`src/bsd_pkg.sv`:
```
// ----------------------------------------------------------------------------
// bsd_pkg: shared types and constants for the double bubble sorter
// payload structs, store sizing, ieee compare helper
// ----------------------------------------------------------------------------
package bsd_pkg;

    localparam int MaxElements = 64;
    localparam int IdxW        = $clog2(MaxElements);
    localparam int CntW        = $clog2(MaxElements + 1);

    typedef struct packed {
        logic [63:0] element_bits;
        logic        final_element;
    } t_in_item;

    typedef struct packed {
        logic [63:0] sorted_bits;
        logic        end_of_block;
    } t_out_item;

    // ieee a > b on bit patterns, nan never greater
    function automatic logic ieee_gt(input logic [63:0] a, input logic [63:0] b);
        logic        a_nan;
        logic        b_nan;
        logic [63:0] ka;
        logic [63:0] kb;
        a_nan = (a[62:52] == 11'h7ff) && (a[51:0] != 52'd0);
        b_nan = (b[62:52] == 11'h7ff) && (b[51:0] != 52'd0);
        ka    = a[63] ? ~a : {1'b1, a[62:0]};
        kb    = b[63] ? ~b : {1'b1, b[62:0]};
        if (a_nan || b_nan) begin
            return 1'b0;
        end
        if ((a[62:0] | b[62:0]) == 63'd0) begin
            return 1'b0;
        end
        return ka > kb;
    endfunction

endpackage

```
`src/bsd_cmp.sv`:
```
// ----------------------------------------------------------------------------
// bsd_cmp: shared compare unit
// registered ieee greater-than of two adjacent entries
// ----------------------------------------------------------------------------
module bsd_cmp
    import bsd_pkg::*;
(
    input  logic        i_clk,
    input  logic [63:0] i_a,
    input  logic [63:0] i_b,
    output logic        o_gt
);
    logic r_gt;

    always_ff @(posedge i_clk) begin
        r_gt <= ieee_gt(i_a, i_b);
    end

    assign o_gt = r_gt;
endmodule

```
`config.mk`:
```
export PLATFORM = sky130hd
export DESIGN_NAME = bsd_cmp
export DESIGN_NICKNAME = d
export VERILOG_FILES = /design/src/bsd_pkg.sv /design/src/bsd_cmp.sv
export SDC_FILE = /design/constraint.sdc
export NUM_CORES = 1
export LEC_CHECK = 0
export ABC_AREA = 1
export BUFFER_PORTS_ARGS = -buffer_cell sky130_fd_sc_hd__clkbuf_2
export CORE_MARGIN = 5
export CORE_UTILIZATION = 35
export CTS_CLUSTER_SIZE = 14
export DETAILED_ROUTE_END_ITERATION = 7
export SYNTH_ARGS = -nofsm -noshare
export SYNTH_HDL_FRONTEND = slang
export SYNTH_SLANG_ARGS = --single-unit
```
`constraint.sdc`:
```
create_clock -name i_clk -period 2.4 [get_ports i_clk]
set_input_delay 0.48 -clock i_clk [delete_from_list [all_inputs] [get_ports i_clk]]
set_output_delay 0.48 -clock i_clk [all_outputs]
set_load 0.03 [all_outputs]
```
* Word level (Yosys, flattened, before mapping)
Index checks and enable logic that the tools add are counted.
** Storage, ports and cells
- Flip-flop bits (word level) :: 1
- Output and inout port bits :: 1
** Cells by class
- $lt $le $gt $ge :: 1
- Eq/ne operators :: 2
- Mux-type cells :: 9
- Bitwise logic cells :: 3
- Reduce and logical (&&, ||, !) cells :: 6
** Operators by type and width (number)
- $mux W64 :: 2
- $not A64 Y64 :: 2
- $reduce_bool A52 Y1 :: 2
- $gt A64 B64 Y1 :: 1
- $logic_not A63 Y1 :: 1
- $or A63 B63 Y63 :: 1
- $eq A11 B11 Y1 const B :: 2
- $mux W1 :: 7
- $logic_and A1 B1 Y1 :: 2
- $logic_or A1 B1 Y1 :: 1

* Longest topological paths before layout
Gate-level depths: netlist of run 1.
- Word-level depth :: 7
- Mapped depth :: 17

* Least setup slack after synthesis of run 1
No wires, ideal clock.
- Path kind :: input-to-reg
- From :: input i_b[63]
- To :: register r_gt, in the netlist o_gt
- Setup time :: 0.118 ns
- Arrival :: 1.964 ns
- Required time :: 2.282 ns
- Path slack :: 0.318 ns
- Cell stages on the path :: 13
- Cells stage by stage :: buf_2 buf_2 xnor2_1 ha_1 nand2_1 nor2_1 nand2_1 nor2_1 nand2_1 nor2_1 a21oi_1 nand3_1 a21oi_2
** On the way
- Cells in the longest elaborated chain, start to end :: 5
** RTL lines
- from (decl) :: line bsd_cmp.sv:10 : input logic [63:0] i_b,
- $not A64 Y64 :: line bsd_pkg.sv:30 : kb = b[63] ? ~b : {1'b1, b[62:0]};
- $mux W64 (*) :: line bsd_pkg.sv:30
- $gt A64 B64 Y1 (*) :: line bsd_pkg.sv:37 : return ka > kb;
- $mux W1 (*) :: line bsd_pkg.sv:37
- $mux W1 (*) :: line bsd_pkg.sv:34 : if ((a[62:0] | b[62:0]) == 63'd0) begin
- to (signal assigned) :: line bsd_cmp.sv:16 : r_gt <= ieee_gt(i_a, i_b);
- to (decl) :: line bsd_cmp.sv:13 : logic r_gt;
Mark *: on every way between the ends. The rest lies on a longest branch, timed or not.

* Final worst setup path of run 1
- From :: input i_a[63]
- To :: register r_gt, in the netlist o_gt
** On the way
- Cells in the longest elaborated chain, start to end :: 5
** RTL lines
- from (decl) :: line bsd_cmp.sv:9 : input logic [63:0] i_a,
- $not A64 Y64 :: line bsd_pkg.sv:29 : ka = a[63] ? ~a : {1'b1, a[62:0]};
- $mux W64 (*) :: line bsd_pkg.sv:29
- $gt A64 B64 Y1 (*) :: line bsd_pkg.sv:37
- $mux W1 (*) :: line bsd_pkg.sv:37
- $mux W1 (*) :: line bsd_pkg.sv:34
Marks and branches as above.

==> reports/results.tsv, run 1 <==
stage	metric	value	unit
critical_path	critPathSlowestCell	ha_1	
sta	tightestPinTransition	0.274	ns
placement	portBuffers	129	
final_layout	synthToLayoutAreaGrowth	23.7	%
sta	setup_viol	0	
final_layout	instances_no_fill	820	
global_routing	grt_pass1_vias	3789	
sta	fin_setup_tns	0	ns
drt	drt-total-wl	9750	um
sta	fmax	448	MHz
logic_synthesis	synth_nets	759	
placement	gp_congestion	0.831	
logic_synthesis	async_flop_share	0	%
logic_synthesis	synth_area	0.00351	mm2
placement	dp.cells	820	
critical_path	critPathCaptureType	flip-flop	
floorplanning	die_area	0.0121	mm2
drt	first_pass_iters	4	
hold_path	holdCritPathClass	flip-flop to primary output	
job	maxCapViolCount	0	
floorplanning	boundaryPins	130	
floorplanning	die_w	110	um
clocking	post_cts_buffers	0	
final_layout	largest_reg_flops	1	
global_routing	grt_pass1_wl	15900	um
floorplanning	coreArea	0.00977	mm2
critical_path	crit_chain	buf_4, buf_12, xor2_1, ha_1, nand2_1, nor2_1, nand2_1, nor2_1, nand2_1, nor2_1, a21oi_1, nand3_1, a21oi_2	
sta	rsz0062_at_grt	false	
critical_path	arrival	2.11	ns
logic_synthesis	synth_warnings	0	
clocking	path_clk_slew	0	ns
logic_synthesis	synth_cell_types	21	
global_routing	grt_max_degree	39	
critical_path	worst-path-buf-inv	2	
pwr	power.density	218	mW/mm2
logic_synthesis	synth_edf_count	0	
critical_path	endpoint	o_gt	
drt	dr_total_vias	3901	
pwr	p_seq_share	2.3	%
pwr	leakage	0.00214	uW
logic_synthesis	synthFlopType	dfxtp_1	
floorplanning	fp-row-count	36	
placement	place_ws	0.0921	ns
final_layout	mostFrequentLayoutCell	nor2_1	
pwr	combPwrFrac	97.7	%
sta	timing.final.crit_period	2.23	ns
pwr	power	949	uW
final_layout	post-route-util	44.5	%
final_layout	final_nets	882	
logic_synthesis	synth_seq_cells	1	
sta	hold_viol_final	0	
drt	drt.antenna.violating_nets	0	
pwr	power.internal	446	uW
critical_path	cp-startpoint	i_a[63]	
final_layout	final_cell_mix	nor2_1, clkbuf_2, nand2_1	
critical_path	slowest_delay	0.31	ns
critical_path	crit_family	simple AND/OR/NAND/NOR gates	
placement	dpl.hpwl	8810	um
critical_path	crit_path_max_fanout	38	
pwr	switching_share	53.1	%
logic_synthesis	avgSynthCellArea	6.21	um2
pwr	clkPwrFrac	0	%
drt	vias_per_cell	4.76	
final_layout	antenna_cells	0	
sta	finalMaxSlewViolations	0	
pwr	irDropWorstVdd	0.0795	mV
floorplanning	start_util	35.9	%
logic_synthesis	ys_seq_area_share	0.570	%
global_routing	track_usage	15.5	%
sta	setup_slack	0.169	ns
status	status	complete, no violations	
sta	max-slew-margin-rel	81.7	%
drt	drt-wirelength-per-cell	11.9	um
drt	drc	0	
critical_path	crit_path_start_kind	input port	
pwr	p_switching	504	uW
logic_synthesis	netlist_instances	566	
critical_path	path_depth	13	
final_layout	drive_gt1_share	20.4	%
critical_path	cp.required	2.28	ns
floorplanning	die_h	110	um
sta	fin_crit_sh	92.9	%
global_routing	grt_overflow	0	
drt	drtIter0Drc	123	
global_routing	antenna_found_initial	0	
critical_path	critPathKind	input port to flip-flop	
## power by group through the flow
stage | Clock, uW | Sequential, uW | Combinational [uW]
6_report | 0 | 22.1 | 927
5_1_grt | 0 | 22.5 | 1080
4_1_cts | 0 | 22.5 | 941
3_5_place_dp | 0 | 22.5 | 934
3_3_place_gp | 0 | 22.6 | 910
2_1_floorplan | 0 | 27.6 | 617
## cell usage after synthesis, types with 2 or more instances
library cell	n	area [um2]
xor2_1	63	552
inv_2	2	7.51
o21a_1	3	22.5
xnor2_1	63	552
nand4_1	20	125
buf_2	8	40.0
buf_4	6	45.0
a21oi_1	31	155
nand3_1	9	45.0
inv_1	16	60.1
ha_1	64	801
o21ai_1	2	10.0
nor3_1	2	10.0
o21ai_0	5	25.0
nand2_1	110	413
nor2_1	157	589
## cells by family (layout without fill, tap and decap cells)
kind of cell	after synthesis	after routing	share of synthesized area (%)
AOI/OAI and AO/OA	43	43	6.52
DFF	1	1	0.570
buffers and inverters	32	153	4.35
and+or+nand+nor	300	300	34.3
xor gates and xnor gates	126	126	31.4
adders and majority gates	64	64	22.8
## layout make-up
type	instances	area, um2
Fill cell	1073	5430
Inverter	18	67.6
Multi-Input combinational cell	533	3340
Sequential cell	1	20.0
Tap cell	133	166
Timing Repair Buffer	135	749
## worst min-delay path by stage
stage | start | cells after the start | slack (ns) | end
after floorplan | i_a[62] | 5 | 0.81 | o_gt
after global placement | o_gt | 1 | 0.97 | o_gt
after detailed placement | o_gt | 1 | 0.96 | o_gt
after CTS | o_gt | 1 | 0.96 | o_gt
after global routing | o_gt | 1 | 0.97 | o_gt
final | o_gt | 1 | 0.96 | o_gt
## per-layer routing
layer | vias up | share of wire, % | track usage, %
met3 | 12 | 4.9 | 0.932
li1 | 2073 | - | -
met5 | - | 0 | 0
met4 | 0 | 1.2 | 2.46
met1 | 1718 | 45 | 20.1
met2 | 98 | 49 | 28.7
## metrics by stage
stage / hold WS (ns) / instance area, um2
CTS: 0.964 / 4340
detailed placement: 0.964 / 4340
global route: 0.967 / 4350
finish: 0.956 / 4350
global placement: 0.968 / 4340
floorplan: 0.814 / 3510
## repair_timing
| item | CTS | global route |
|---|---|---|
| endpoints found under the setup margin | 0 | 1 |
| gates resized for setup | 0 | 2 |
| hold buffers | 0 | 0 |
Note: power is estimated with default switching activity, not from simulation.
==> run 2: changes to the inputs <==
--- a/config.mk
+++ b/config.mk
@@ -5,12 +5,12 @@
 export SDC_FILE = /design/constraint.sdc
 export NUM_CORES = 1
 export LEC_CHECK = 0
-export ABC_AREA = 1
 export BUFFER_PORTS_ARGS = -buffer_cell sky130_fd_sc_hd__clkbuf_2
 export CORE_MARGIN = 5
 export CORE_UTILIZATION = 35
 export CTS_CLUSTER_SIZE = 14
 export DETAILED_ROUTE_END_ITERATION = 7
+export HOLD_SLACK_MARGIN = 0.05
 export SYNTH_ARGS = -nofsm -noshare
 export SYNTH_HDL_FRONTEND = slang
 export SYNTH_SLANG_ARGS = --single-unit
==> reports/results.tsv, run 2 <==
stage	metric	value	unit	change
status	status	complete, but fails checks		
status	violations	negative setup slack		
global_routing	grt_max_degree	17		-56%
drt	drt-total-wl	9760	um	about the same
critical_path	critPathSlowestCell	a2111oi_2		
critical_path	crit_path_start_kind	input port		
critical_path	slowest_delay	0.29	ns	-0.02 ns
logic_synthesis	synthTopCellsByCount	ha_1, xnor2_1, xor2_1, nor4_1, a21oi_1		
critical_path	crit_path_max_fanout	16		-58%
pwr	combPwrFrac	97.9	%	+0.2 points
sta	hold_ws	0.960	ns	+0.00368 ns
critical_path	endpoint	o_gt		
logic_synthesis	synth.most_common_cell	ha_1		
placement	dp.cells	614		-25%
logic_synthesis	synthFlopType	dfxtp_1		
critical_path	critPathKind	input port to flip-flop		
hold_path	holdCritPathClass	flip-flop to primary output		
floorplanning	die_area	0.0104	mm2	-14%
sta	rsz0062_at_grt	true		
logic_synthesis	synth_compound_area_share	10.1	%	+3.6 points
drt	drt.antenna.violating_nets	0		unchanged
sta	setup_slack	-0.168	ns	-0.338 ns
critical_path	critPathCaptureType	flip-flop		
critical_path	cp.required	2.26	ns	-0.02 ns
sta	hold_viol_final	0		unchanged
logic_synthesis	avgSynthCellArea	8.17	um2	+32%
logic_synthesis	synth_warnings	0		unchanged
sta	finalMaxSlewViolations	0		unchanged
sta	fmax	389	MHz	-13%
floorplanning	coreArea	0.00826	mm2	-16%
final_layout	largest_reg_flops	1		unchanged
logic_synthesis	synth_top_family_by_area	XOR/XNOR gates		
sta	setup_viol	1		+1
pwr	leakage	0.00199	uW	-7.0%
final_layout	mostFrequentLayoutCell	clkbuf_2		
global_routing	track_usage	18.0	%	+2.5 points
logic_synthesis	synth_top_area_share	26.9	%	+4.1 points
logic_synthesis	synthAdderAreaFrac	26.9	%	+4.1 points
logic_synthesis	synthMuxAreaShare	0	%	unchanged
clocking	path_clk_slew	0	ns	unchanged
drt	first_pass_iters	4		unchanged
sta	fin_setup_tns	-0.168	ns	-0.168 ns
pwr	power.internal	532	uW	+19%
logic_synthesis	synth_xor_area_share	37.1	%	+5.7 points
drt	vias_per_cell	5.23		+10%
final_layout	synthToLayoutAreaGrowth	42.7	%	
global_routing	grt_pass1_vias	3442		-9.2%
placement	dpl.hpwl	8340	um	-5.4%
floorplanning	start_util	36.0	%	+0.083 points
final_layout	drive_gt1_share	36.9	%	+17 points
placement	portBuffers	129		unchanged
critical_path	crit_family	compound AO/OA/AOI/OAI gates		
final_layout	instances_no_fill	626		-24%
drt	drt-wirelength-per-cell	15.6	um	+31%
logic_synthesis	yosys.area_share.simple	22.3	%	-12 points
pwr	p_switching	531	uW	+5.5%
logic_synthesis	synth_cell_types	33		+57%
clocking	hold_buffers	0		unchanged
floorplanning	fp-row-count	33		-8.3%
sta	tightestPinTransition	0.488	ns	+0.213 ns
logic_synthesis	synth_nets	557		-27%
critical_path	path_depth	11		-2
global_routing	grt_overflow	0		unchanged
placement	gp_congestion	0.835		+0.51%
logic_synthesis	netlist_instances	364		-36%
drt	dr_total_vias	3277		-16%
sta	fin_crit_sh	107	%	+14 points
floorplanning	boundaryPins	130		unchanged
logic_synthesis	synth_edf_count	0		unchanged
drt	drc	0		unchanged
drt	drtIter0Drc	107		-13%
final_layout	final_nets	715		-19%
global_routing	antenna_found_initial	0		unchanged
pwr	p_seq_share	2.1	%	-0.2 points
sta	timing.final.crit_period	2.57	ns	+0.338 ns
critical_path	crit_chain	buf_12, buf_6, xor2_1, ha_4, nand4_1, buf_4, nor2_1, a22oi_2, a31oi_2, a2111oi_2, a211oi_1		
logic_synthesis	synth_seq_cells	1		unchanged
critical_path	arrival	2.43	ns	+0.32 ns
pwr	switching_share	50.0	%	-3.1 points
critical_path	worst-path-buf-inv	3		+1
logic_synthesis	async_flop_share	0	%	unchanged
floorplanning	die_h	102	um	-7.3%
sta	max-slew-margin-rel	67.2	%	-14 points
pwr	irDropWorstVdd	0.0927	mV	+17%
pwr	power.density	251	mW/mm2	+15%
logic_synthesis	synth.area.top_cells	ha_1, xnor2_1, xor2_1		
critical_path	cp-startpoint	i_a[63]		
final_layout	final_cell_mix	clkbuf_2, xor2_1, ha_1		
logic_synthesis	ys_seq_area_share	0.673	%	+0.10 points
logic_synthesis	synth_top_cell_by_area	ha_1		
global_routing	grt_pass1_wl	15600	um	-2.4%
logic_synthesis	synth_area	0.00297	mm2	-15%
job	maxCapViolCount	0		unchanged
pwr	clkPwrFrac	0	%	unchanged
floorplanning	die_w	102	um	-7.3%
run 2: metal layers:
layer,track usage (%),share of wire [%],up-vias
met5,0,0,-
met3,0.751,6.6,6
met4,2.32,0.90,0
met1,23.4,42,1499
li1,-,-,1675
met2,33.8,50,97
run 2: repair_timing:
item / in CTS / in global routing
hold endpoints to repair: 0 / 0
setup endpoints to repair: 1 / 1
setup buffers: 8 / 0
gates resized for setup: 23 / 6
gates cloned: 3 / 0
pin swaps: 25 / 7
run 2: area by class of cell:
cell class	instances	area, um2
diodes	1	2.50
fillers	822	4010
inverters	5	18.8
multi-input cells	344	2960
flip-flops and latches	1	20.0
well taps	105	131
repair buffers	170	1110
run 2: power by group through the flow:
stage	clock network, uW	registers (uW)	logic, uW
final	0.00112	22.0	1040
after global routing	0	22.0	1160
after CTS	0	22.1	1020
after detailed placement	0	22.1	947
after global placement	0	22.1	929
after floorplan	0	27.1	603
run 2: metrics by stage:
step / power, uW / setup WS [ns] / util, % / area, um2
after floorplan: 630 / 0.00386 / - / 3040
after global placement: 951 / -0.164 / 47.8 / 3950
after detailed placement: 969 / -0.188 / 47.8 / 3950
after CTS: 1050 / -0.125 / 50.8 / 4200
after global routing: 1190 / -0.290 / 51.4 / 4240
final: 1060 / -0.168 / 51.4 / 4250
run 2: kinds of logic (layout without fill, tap and decap cells):
family,count (synthesis),in the layout
xor gates and xnor gates,126,126
other,0,1
and+or+nand+nor,104,104
AOI/OAI and AO/OA,50,50
buffers and inverters,19,175
adders and majority gates,64,64
DFF,1,1
run 2: worst min-delay path by stage:
stage	start	end	slack [ns]	depth (start not counted)
finish	o_gt	o_gt	0.96	1
global route	o_gt	o_gt	0.96	1
CTS	o_gt	o_gt	0.96	1
detailed placement	o_gt	o_gt	0.96	1
global placement	o_gt	o_gt	0.96	1
floorplan	i_a[54]	o_gt	0.78	3
==> run 3: changes to the inputs <==
--- a/config.mk
+++ b/config.mk
@@ -7,10 +7,11 @@
 export LEC_CHECK = 0
 export BUFFER_PORTS_ARGS = -buffer_cell sky130_fd_sc_hd__clkbuf_2
 export CORE_MARGIN = 5
-export CORE_UTILIZATION = 35
+export CORE_UTILIZATION = 47
 export CTS_CLUSTER_SIZE = 14
 export DETAILED_ROUTE_END_ITERATION = 7
 export HOLD_SLACK_MARGIN = 0.05
+export PLACE_DENSITY = 0.79
 export SYNTH_ARGS = -nofsm -noshare
 export SYNTH_HDL_FRONTEND = slang
 export SYNTH_SLANG_ARGS = --single-unit
==> reports/results.tsv, run 3 (same netlist as run 2, synthesis figures left out) <==
stage	metric	value	unit	change
placement	portBuffers	129		unchanged
sta	timing.final.crit_period	2.54	ns	-0.0248 ns
sta	fin_crit_sh	106	%	-1.0 points
final_layout	multi_input_area	0.00294	mm2	-0.72%
final_layout	antenna_cells	0		-1
job	maxCapViolCount	0		unchanged
placement	gp_congestion	0.885		+6.1%
sta	fmax	393	MHz	+0.98%
final_layout	instances_no_fill	598		-4.5%
critical_path	critPathCaptureType	flip-flop		
placement	place_ws	-0.215	ns	-0.0269 ns
drt	drtIter0Drc	155		+45%
floorplanning	fp-row-count	29		-12%
global_routing	grt_max_degree	16		-1
global_routing	grt_overflow	0		unchanged
floorplanning	die_h	89.5	um	-12%
sta	finalMaxSlewViolations	0		unchanged
final_layout	synthToLayoutAreaGrowth	45.2	%	
status	violations	negative setup slack		
drt	first_pass_iters	4		unchanged
placement	dp.cells	583		-5.0%
sta	setup_viol	1		unchanged
global_routing	grt_pass1_wl	15600	um	+0.53%
sta	hold_ws	0.945	ns	-0.0144 ns
sta	rsz0062_at_grt	true		
global_routing	antenna_found_initial	0		unchanged
pwr	irDropWorstVdd	0.123	mV	+33%
floorplanning	boundaryPins	130		unchanged
final_layout	mostFrequentLayoutCell	clkbuf_2		
drt	drt-wirelength-per-cell	17.1	um	+9.4%
floorplanning	coreArea	0.00624	mm2	-24%
pwr	power.density	256	mW/mm2	+2.2%
floorplanning	die_area	0.00802	mm2	-23%
critical_path	cp-startpoint	i_b[63]		
final_layout	largest_reg_flops	1		unchanged
drt	drt-total-wl	10200	um	+4.5%
critical_path	endpoint	o_gt		
hold_path	holdCritPathClass	flip-flop to primary output		
pwr	leakage	0.00204	uW	+2.3%
final_layout	drive_gt1_share	36.7	%	-0.26 points
floorplanning	start_util	47.7	%	+12 points
drt	vias_per_cell	5.78		+10%
drt	drc	0		unchanged
critical_path	crit_path_max_fanout	7		-9
sta	tightestPinTransition	0.491	ns	+0.00361 ns
critical_path	crit_path_start_kind	input port		
status	status	complete, but fails checks		
drt	dr_total_vias	3457		+5.5%
sta	setup_slack	-0.143	ns	+0.0248 ns
sta	hold_viol_final	0		unchanged
final_layout	seqCellArea	20.0	um2	unchanged
global_routing	track_usage	24.5	%	+6.5 points
global_routing	grt_pass1_vias	3555		+3.3%
final_layout	fillers	469		-43%
drt	drt.antenna.violating_nets	0		unchanged
sta	max-slew-margin-rel	66.9	%	-0.24 points
final_layout	final_cell_mix	clkbuf_2, ha_1, xor2_1		
placement	dpl.hpwl	8200	um	-1.7%
critical_path	arrival	2.45	ns	+0.02 ns
critical_path	critPathKind	input port to flip-flop		
clocking	path_clk_slew	0	ns	unchanged
hold_path	min_path_cells	1		unchanged
clocking	hold_buffers	0		unchanged
critical_path	cp.required	2.31	ns	+0.05 ns
final_layout	final_nets	716		+0.14%
floorplanning	die_w	89.5	um	-12%
[run 3: cell count changes in the layout (fill, tap and decap cells not counted), sizes merged]
| cell | change |
|---|---|
| diode | -1 |
| buf | +1 |
[run 3: per-layer routing]
layer | vias up | global-route usage [%] | wire, um | part of all wire, %
met3 | 37 | 3.50 | 711 | 7.0
met4 | 0 | 10.0 | 408 | 4.0
met1 | 1594 | 27.6 | 3940 | 39
met2 | 139 | 45.5 | 5140 | 50
met5 | - | 0 | 0 | 0
li1 | 1687 | - | - | -
[run 3: per-stage QoR]
step	util, %	TNS (ns)	power, uW	instance area (um2)
6_report	69.2	-0.143	1110	4320
5_1_grt	69.2	-0.250	1210	4320
4_1_cts	69.0	-0.119	1080	4310
3_5_place_dp	63.0	-0.215	969	3930
3_3_place_gp	63.0	-0.145	932	3930
2_1_floorplan	-	0	630	3040
[run 3: how the worst min path moves through the flow]
stage | from | slack (ns) | to
after detailed placement | o_gt | 0.95 | o_gt
after global placement | o_gt | 0.95 | o_gt
after CTS | o_gt | 0.95 | o_gt
after global routing | o_gt | 0.96 | o_gt
final | o_gt | 0.95 | o_gt
after floorplan | i_a[54] | 0.78 | o_gt
[run 3: final cells by class]
type	instances	area share, %
Timing Repair Buffer	171	28.7
Multi-Input combinational cell	344	68.2
Sequential cell	1	0.464
Inverter	5	0.435
Tap cell	77	2.23
[run 3: what timing repair did]
action                     4_1_cts  5_1_grt
setup buffers                    8        0
gates resized for setup         30        2
setup endpoints to repair        1        1
pin swaps                       43        0
cloned                           7        0
[run 3: worst max-delay path, stage by stage]
cell	delay (ns)
buf_12	0.13
buf_4	0.17
xnor2_1	0.14
ha_1	0.34
nand4_4	0.13
nor4_4	0.34
nand4_1	0.20
a31oi_2	0.22
a2111oi_2	0.06
a211oi_1	0.23
[run 3: report_power, final]
group | switching (uW) | internal (uW)
Combinational | 549 | 535
Clock | 0 | 0
Sequential | 1.42 | 20.1
Total | 550 | 555
